**src/rtl/cdq_pkg.sv**
```systemverilog
// Shared types and codes for the circular double-ended queue.
package cdq_pkg;

	localparam int DATA_BITS = 32;
	localparam int FILL_BITS = 7;

	typedef enum logic [1:0] {
		ACT_PUSH_FRONT = 2'd0,
		ACT_PUSH_REAR  = 2'd1,
		ACT_POP_FRONT  = 2'd2,
		ACT_POP_REAR   = 2'd3
	} act_t;

	typedef enum logic [1:0] {
		ST_DONE     = 2'd0,
		ST_OVERFLOW = 2'd1,
		ST_EMPTY    = 2'd2
	} status_t;

	typedef logic signed [DATA_BITS-1:0] data_t;
	typedef logic [FILL_BITS-1:0]        fill_t;

endpackage

```
**src/rtl/cdq_if.sv**
```systemverilog
// Request and response channel interfaces of the deque.
interface cdq_req_if;
	import cdq_pkg::*;
	logic  valid;
	logic  ready;
	act_t  action;
	data_t value;

	modport source (output valid, output action, output value, input ready);
	modport sink (input valid, input action, input value, output ready);
endinterface

interface cdq_rsp_if;
	import cdq_pkg::*;
	logic    valid;
	logic    ready;
	status_t status;
	data_t   popped_value;
	data_t   front_value;
	data_t   rear_value;
	logic    ends_valid;
	fill_t   fill_count;

	modport source (output valid, output status, output popped_value, output front_value,
		output rear_value, output ends_valid, output fill_count, input ready);
	modport sink (input valid, input status, input popped_value, input front_value,
		input rear_value, input ends_valid, input fill_count, output ready);
endinterface

```
**src/rtl/cdq_ram.sv**
```systemverilog
// Word store: one write port, one read port with registered read data.
module cdq_ram #(
	parameter int DEPTH     = 64,
	parameter int WORD_BITS = 32
) (
	input  logic                     clk,
	input  logic                     wr_en,
	input  logic [$clog2(DEPTH)-1:0] wr_addr,
	input  logic [WORD_BITS-1:0]     wr_data,
	input  logic                     rd_en,
	input  logic [$clog2(DEPTH)-1:0] rd_addr,
	output logic [WORD_BITS-1:0]     rd_data
);
	logic [WORD_BITS-1:0] mem [DEPTH];
	logic [WORD_BITS-1:0] rd_data_q;

	always_ff @(posedge clk) begin
		if (wr_en) begin
			mem[wr_addr] <= wr_data;
		end
	end

	always_ff @(posedge clk) begin
		if (rd_en) begin
			rd_data_q <= mem[rd_addr];
		end
	end

	assign rd_data = rd_data_q;

endmodule

```
**src/rtl/circular_deque.sv**
```systemverilog
// Top level of the circular double-ended queue.
//
//  channel | dir | payload
//  req     | in  | action, value
//  rsp     | out | status, popped_value, front_value, rear_value, ends_valid, fill_count
//
// A push or a refused operation answers from S_IDLE; a pop that leaves two or more
// words passes through S_FILL too, waiting on the store read of the new end word.
// The front and rear words are held in registers beside the store.
// A result not yet taken stalls the input; a new word enters in the cycle it is taken.
// Reset clears indices and count; the store itself is not cleared.
module circular_deque #(
	parameter int DEPTH     = 64,
	parameter int WORD_BITS = 32
) (
	input  logic             clk,
	input  logic             arst_n,
	cdq_req_if.sink          req,
	cdq_rsp_if.source        rsp
);
	import cdq_pkg::*;

	localparam int IW = $clog2(DEPTH);
	localparam int CW = $clog2(DEPTH + 1);
	localparam logic [IW-1:0] LAST_IDX = IW'(DEPTH - 1);

	typedef enum logic {S_IDLE, S_FILL} state_t;

	state_t               state_q;
	logic [IW-1:0]        head_q;
	logic [IW-1:0]        tail_q;
	logic [CW-1:0]        held_q;
	logic [WORD_BITS-1:0] front_q;
	logic [WORD_BITS-1:0] rear_q;
	logic                 fill_front_q;
	logic                 rsp_valid_q;
	status_t              status_q;
	data_t                popped_q;
	data_t                front_out_q;
	data_t                rear_out_q;
	logic                 ends_valid_q;
	fill_t                fill_q;

	logic                 accept;
	logic [WORD_BITS-1:0] word;
	logic [IW-1:0]        head_n;
	logic [IW-1:0]        tail_n;
	logic [CW-1:0]        held_n;
	logic [WORD_BITS-1:0] front_n;
	logic [WORD_BITS-1:0] rear_n;
	status_t              status_n;
	data_t                popped_n;
	logic                 wr_en;
	logic [IW-1:0]        wr_addr;
	logic                 rd_en;
	logic [IW-1:0]        rd_addr;
	logic                 fill_front_n;
	logic [WORD_BITS-1:0] rd_data;

	assign req.ready = (state_q == S_IDLE) && (!rsp_valid_q || rsp.ready);
	assign accept    = req.valid && req.ready;
	assign word      = WORD_BITS'(req.value);

	always_comb begin
		head_n       = head_q;
		tail_n       = tail_q;
		held_n       = held_q;
		front_n      = front_q;
		rear_n       = rear_q;
		status_n     = ST_DONE;
		popped_n     = '0;
		wr_en        = 1'b0;
		wr_addr      = head_q;
		rd_en        = 1'b0;
		rd_addr      = head_q;
		fill_front_n = 1'b0;
		case (req.action)
			ACT_PUSH_FRONT, ACT_PUSH_REAR: begin
				if (held_q == CW'(DEPTH)) begin
					status_n = ST_OVERFLOW;
				end else begin
					held_n = held_q + 1'b1;
					wr_en  = accept;
					if (held_q == '0) begin
						head_n  = '0;
						tail_n  = '0;
						front_n = word;
						rear_n  = word;
						wr_addr = '0;
					end else if (req.action == ACT_PUSH_FRONT) begin
						head_n  = (head_q == '0) ? LAST_IDX : head_q - 1'b1;
						front_n = word;
						wr_addr = head_n;
					end else begin
						tail_n  = (tail_q == LAST_IDX) ? '0 : tail_q + 1'b1;
						rear_n  = word;
						wr_addr = tail_n;
					end
				end
			end
			ACT_POP_FRONT, ACT_POP_REAR: begin
				if (held_q == '0) begin
					status_n = ST_EMPTY;
				end else begin
					held_n = held_q - 1'b1;
					if (req.action == ACT_POP_FRONT) begin
						popped_n = DATA_BITS'(signed'(front_q));
						head_n   = (head_q == LAST_IDX) ? '0 : head_q + 1'b1;
						front_n  = rear_q;
						rd_addr  = head_n;
						fill_front_n = 1'b1;
					end else begin
						popped_n = DATA_BITS'(signed'(rear_q));
						tail_n   = (tail_q == '0) ? LAST_IDX : tail_q - 1'b1;
						rear_n   = front_q;
						rd_addr  = tail_n;
					end
					if (held_n == '0) begin
						head_n = '0;
						tail_n = '0;
					end
					rd_en = accept && (held_n > CW'(1));
				end
			end
			default: begin
				status_n = ST_DONE;
			end
		endcase
	end

	cdq_ram #(
		.DEPTH     (DEPTH),
		.WORD_BITS (WORD_BITS)
	) u_ram (
		.clk     (clk),
		.wr_en   (wr_en),
		.wr_addr (wr_addr),
		.wr_data (word),
		.rd_en   (rd_en),
		.rd_addr (rd_addr),
		.rd_data (rd_data)
	);

	always_ff @(posedge clk or negedge arst_n) begin
		if (!arst_n) begin
			state_q      <= S_IDLE;
			head_q       <= '0;
			tail_q       <= '0;
			held_q       <= '0;
			front_q      <= '0;
			rear_q       <= '0;
			rsp_valid_q  <= 1'b0;
			fill_front_q <= 1'b0;
			status_q     <= ST_DONE;
			popped_q     <= '0;
			front_out_q  <= '0;
			rear_out_q   <= '0;
			ends_valid_q <= 1'b0;
			fill_q       <= '0;
		end else begin
			if (rsp.valid && rsp.ready) begin
				rsp_valid_q <= 1'b0;
			end
			case (state_q)
				S_IDLE: begin
					if (accept) begin
						head_q       <= head_n;
						tail_q       <= tail_n;
						held_q       <= held_n;
						front_q      <= front_n;
						rear_q       <= rear_n;
						fill_front_q <= fill_front_n;
						status_q     <= status_n;
						popped_q     <= popped_n;
						ends_valid_q <= (held_n != '0);
						fill_q       <= FILL_BITS'(held_n);
						front_out_q  <= (held_n != '0) ? DATA_BITS'(signed'(front_n)) : '0;
						rear_out_q   <= (held_n != '0) ? DATA_BITS'(signed'(rear_n)) : '0;
						if (rd_en) begin
							state_q <= S_FILL;
						end else begin
							rsp_valid_q <= 1'b1;
						end
					end
				end
				S_FILL: begin
					if (fill_front_q) begin
						front_q     <= rd_data;
						front_out_q <= DATA_BITS'(signed'(rd_data));
					end else begin
						rear_q     <= rd_data;
						rear_out_q <= DATA_BITS'(signed'(rd_data));
					end
					rsp_valid_q <= 1'b1;
					state_q     <= S_IDLE;
				end
				default: begin
					state_q <= S_IDLE;
				end
			endcase
		end
	end

	assign rsp.valid        = rsp_valid_q;
	assign rsp.status       = status_q;
	assign rsp.popped_value = popped_q;
	assign rsp.front_value  = front_out_q;
	assign rsp.rear_value   = rear_out_q;
	assign rsp.ends_valid   = ends_valid_q;
	assign rsp.fill_count   = fill_q;

`ifndef SYNTH
	a_held_bound: assert property (@(posedge clk) disable iff (!arst_n)
		held_q <= CW'(DEPTH))
		else $error("held count above capacity");

	a_empty_idx: assert property (@(posedge clk) disable iff (!arst_n)
		held_q == '0 |-> head_q == '0 && tail_q == '0)
		else $error("indices not at zero when empty");

	a_single_idx: assert property (@(posedge clk) disable iff (!arst_n)
		held_q == CW'(1) |-> head_q == tail_q)
		else $error("head and tail differ with one word held");

	a_fill_after_read: assert property (@(posedge clk) disable iff (!arst_n)
		state_q == S_FILL |-> $past(rd_en) && !rsp_valid_q)
		else $error("fill state without a store read");

	a_no_overwrite: assert property (@(posedge clk) disable iff (!arst_n)
		rsp_valid_q && !rsp.ready |=> $stable(status_q) && $stable(fill_q))
		else $error("waiting result overwritten");
`endif

endmodule
```
**src/flat_wrapper.sv**
```systemverilog
// flat-port wrapper written by rule: the top's interface ports become plain ports
module circular_deque_flat import cdq_pkg::*;
#(
	parameter int DEPTH     = 64,
	parameter int WORD_BITS = 32
)
  (clk, arst_n, req_valid, req_action, req_value, req_ready, rsp_valid, rsp_status, rsp_popped_value, rsp_front_value, rsp_rear_value, rsp_ends_valid, rsp_fill_count, rsp_ready);
  cdq_req_if req_i ();
  cdq_rsp_if rsp_i ();
  input  logic clk;
  input  logic arst_n;
  input wire logic [$bits(req_i.valid)-1:0] req_valid;
  input wire logic [$bits(req_i.action)-1:0] req_action;
  input wire logic [$bits(req_i.value)-1:0] req_value;
  output wire logic [$bits(req_i.ready)-1:0] req_ready;
  output wire logic [$bits(rsp_i.valid)-1:0] rsp_valid;
  output wire logic [$bits(rsp_i.status)-1:0] rsp_status;
  output wire logic [$bits(rsp_i.popped_value)-1:0] rsp_popped_value;
  output wire logic [$bits(rsp_i.front_value)-1:0] rsp_front_value;
  output wire logic [$bits(rsp_i.rear_value)-1:0] rsp_rear_value;
  output wire logic [$bits(rsp_i.ends_valid)-1:0] rsp_ends_valid;
  output wire logic [$bits(rsp_i.fill_count)-1:0] rsp_fill_count;
  input wire logic [$bits(rsp_i.ready)-1:0] rsp_ready;
  assign req_i.valid = req_valid;
  assign req_i.action = req_action;
  assign req_i.value = req_value;
  assign req_ready = req_i.ready;
  assign rsp_valid = rsp_i.valid;
  assign rsp_status = rsp_i.status;
  assign rsp_popped_value = rsp_i.popped_value;
  assign rsp_front_value = rsp_i.front_value;
  assign rsp_rear_value = rsp_i.rear_value;
  assign rsp_ends_valid = rsp_i.ends_valid;
  assign rsp_fill_count = rsp_i.fill_count;
  assign rsp_i.ready = rsp_ready;
  circular_deque #(.DEPTH(DEPTH), .WORD_BITS(WORD_BITS)) u_core (.clk(clk), .arst_n(arst_n), .req(req_i), .rsp(rsp_i));
endmodule
```
**config.mk**
```make
export PLATFORM = sky130hd
export DESIGN_NAME = circular_deque_flat
export DESIGN_NICKNAME = d
export VERILOG_FILES = /design/src/rtl/cdq_pkg.sv /design/src/rtl/cdq_if.sv /design/src/rtl/cdq_ram.sv /design/src/rtl/circular_deque.sv /design/src/flat_wrapper.sv
export SDC_FILE = /design/constraint.sdc
export NUM_CORES = 2
export LEC_CHECK = 0
export BUFFER_PORTS_ARGS = -buffer_cell sky130_fd_sc_hd__buf_2
export CAP_MARGIN = 30
export CORE_MARGIN = 2
export CORE_UTILIZATION = 25
export DETAILED_ROUTE_END_ITERATION = 16
export PLACE_DENSITY_LB_ADDON = 0.2
export RECOVER_POWER = 100
export SKIP_LAST_GASP = 1
export SYNTH_ARGS = -nofsm -noshare
export SYNTH_HDL_FRONTEND = slang
export SYNTH_SLANG_ARGS = --single-unit
```
**constraint.sdc**
```tcl
create_clock -name clk -period 5.7 [get_ports clk]
set_input_delay 0.285 -clock clk [delete_from_list [all_inputs] [get_ports clk]]
set_output_delay 0.285 -clock clk [all_outputs]
set_load 0.01 [all_outputs]
```
==> run_results.csv <==
group,metric,value,unit
run_status,status,"complete, but fails checks",
synthesis,async_flop_share,0.0817,
clocking,cts_setup_buffers,0,
pwr,p_int,33500,uW
placed_design,dpl.cell_count,12200,
finish,final_cell_mix,"edfxtp_1, nand2_1, nand3_1",
clocking,root_buffer,"clkbuf_16",
synthesis,synth_area_leader_cell,"edfxtp_1",
clocking,post_cts_resized,0,
sta,max_freq,0.181,GHz
synthesis,ys_seq_elements,2265,
global_route,grt_pass1_wl,494000,um
clocking,cts_tree,"built",
pwr,irDropWorstVdd,0.332,mV
pwr,power_density,510,mW/mm2
finish,fin_util,0.293,
synthesis,synthFlopType,"edfxtp_1",
routing,routedWlPerCell,28.1,um
sta,finalSetupViolCount,0,
sta,slew_headroom,-1.86,
finish,area_growth_syn_to_layout,16.7,%
pwr,p_comb_frac,0.363,
finish,drive_above_1_share,0.105,
die,start_util,0.251,
global_route,gr-total-overflow,0,
synthesis,postSynthAreaPerCell,12.9,um2
clocking,numClockSinks,2265,
sta,finalHoldViolCount,0,
sta,fin_hold_ws,0.0712,ns
die,fp-row-count,224,
hold_path,min_path_type,"input pin to register",
die,dieArea,0.378,mm2
global_route,grtUsageTotal,0.182,
setup_path,cp_max_fo,49,
pwr,leakagePower,0.0367,uW
sta,fin_crit_sh,0.967,
sta,rsz0062_at_grt,"false",
pwr,seqPwrFrac,0.363,
pwr,switching_power,21900,uW
clocking,h-tree-depth,4,
sta,tightest_slew,4.29,ns
sta,fin_tns_setup,0,ns
synthesis,synth_area,0.0932,mm2
die,coreArea,0.372,mm2
synthesis,ys_seq_area_frac,0.720,
synthesis,synth_area_leaders,"edfxtp_1, nand2_1, dfrtp_1",
clocking,ctsHoldBuffers,24,
run_status,violations,"max-capacitance violations, max-slew violations",
clocking,clock_path_buffers,4,
setup_path,critPathCaptureType,"register",
setup_path,crit_required,6.34,ns
global_route,grt_max_degree,109,
pwr,clkPwrFrac,0.275,
die,die_h,614,um
pwr,swShare,0.396,
clocking,cts_made_buffers,244,
hold_path,hold_depth,2,
routing,drcViolationCount,0,
global_route,first_global_vias,61100,
routing,vias,63400,
die,num_io_pins,146,
placed_design,dp_hpwl,212000,um
setup_path,reg2reg_depth,11,
routing,wl,356000,um
clocking,clk_latency,0.93,ns
setup_path,critPathKind,"register to register",
die,die_x,614,um
routing,post_drt_via_cell_ratio,5.00,
finish,fin_nets,7557,
routing,drt_first_pass_iters,7,
pwr,finalPower,55400,uW
job,cap_viol_max_count,81,
synthesis,synthesis.nets,7268,
placed_design,gp_congestion,0.839,
global_route,grt_antenna_before_repair,37,
synthesis,ys_types,85,
sta,slew_viol_final,2948,
clocking,cts.clk_slew.worst_paths,0.06,ns
sta,clock_skew,0.102,ns
synthesis,synthCells,7220,
synthesis,synth_edf_count,2080,
finish,mostFrequentLayoutCell,"edfxtp_1",
synthesis,synth_top_area_frac,0.670,
setup_path,startpoint_type,"register",
sta,period_minus_slack,5.51,ns
finish,stdcell_count,12700,
setup_path,rrSetupSlack,0.19,ns
routing,drtAntennaViolNets,0,
synthesis,yosysWarnings,0,
placed_design,port_buffers,145,
routing,dr.first_iter.drc_count,7187,
setup_path,cp.arrival,6.15,ns
[cell type report]
class / instances / area [um2]
Antenna cell: 17 / 42.5
Clock buffer: 301 / 6390
Clock inverter: 135 / 1030
Fill cell: 37900 / 263000
Inverter: 17 / 63.8
Multi-Input combinational cell: 4442 / 24200
Sequential cell: 2265 / 67100
Tap cell: 4972 / 6220
Timing Repair Buffer: 539 / 3660
[registers in the layout, indices dropped and copies added (netlist names), 6 cells and up]
signal                   flops
u_core.rsp.popped_value     32
u_core.rsp.front_value      32
u_core.head_q                6
u_core.u_ram.mem          2048
u_core.held_q                7
u_core.front_q              32
u_core.rsp.rear_value       32
u_core.u_ram.rd_data        32
u_core.rear_q               32
u_core.tail_q                6
[metal layers]
layer,share of wire,track usage,up-vias
met5,0.00012,0,-
met4,0.026,0.0466,6
met3,0.065,0.0253,437
met2,0.46,0.293,2444
met1,0.45,0.257,33000
li1,-,-,27500
[synth_stat cells, drive strengths merged (17+ instances only)]
cell type and number:
o221a 41, nor2 232, dfrtp 185, nand2 1853, o21ai 185, a311oi 46
o221ai 36, buf 306, a211oi 72, a21oi 355, o22ai 63, a31oi 133
o31ai 59, nor3 42, nor4 56, edfxtp 2080, and3 139, o211ai 28
o21a 17, a2111oi 22, nand3 513, a221oi 47, or3 59, clkbuf 190
inv 17, mux2i 233
[final timing paths]
path	from	endpoint
setup / recovery	u_core.held_q[0]	u_core.u_ram.rd_data[24]
hold / removal	req_action[0]	u_core.fill_front_q
setup reg to reg	u_core.held_q[0]	u_core.u_ram.rd_data[24]
hold reg to reg	u_core.rsp.popped_value[18]	u_core.rsp.popped_value[18]
max in group asynchronous	arst_n	u_core.state_q
min in group asynchronous	arst_n	u_core.rsp.front_value[9]
[worst max-delay path: stages, from the launching register on]
cell and delay [ns]:
dfrtp_1 0.51, inv_1 0.20, ha_1 0.41, inv_1 0.15
o41ai_4 0.86, nand2_1 0.25, nand2_4 0.49, clkbuf_4 0.74
a311oi_1 0.28, o22ai_1 0.59, a32oi_1 0.48, o211a_1 0.24
[power by group through the flow]
stage / clock network [uW] / logic, uW / registers (uW)
3_3_place_gp: 0 / 20300 / 20300
2_1_floorplan: 0 / 11100 / 20000
3_5_place_dp: 0 / 20300 / 20400
5_1_grt: 16100 / 21500 / 20200
6_report: 15200 / 20100 / 20100
4_1_cts: 15500 / 20400 / 20000
[through the flow]
step / instance area, um2 / worst slack, ns
final: 109000 / 0.188
after global routing: 109000 / 0.0893
after CTS: 110000 / 0.360
after detailed placement: 102000 / 0.364
after global placement: 102000 / -0.0796
after floorplan: 93200 / 0.714
[kinds of logic after synthesis]
kind of cell	count (synthesis)	synth area share
and+or+nand+nor	2954	0.136
DFF	2265	0.720
AOI/OAI and AO/OA	1213	0.0875
buffers and inverters	513	0.0260
muxes	251	0.0277
xor gates and xnor gates	14	0.00132
adders and majority gates	10	0.00134
No activity file was read; power rests on OpenSTA's default activity.
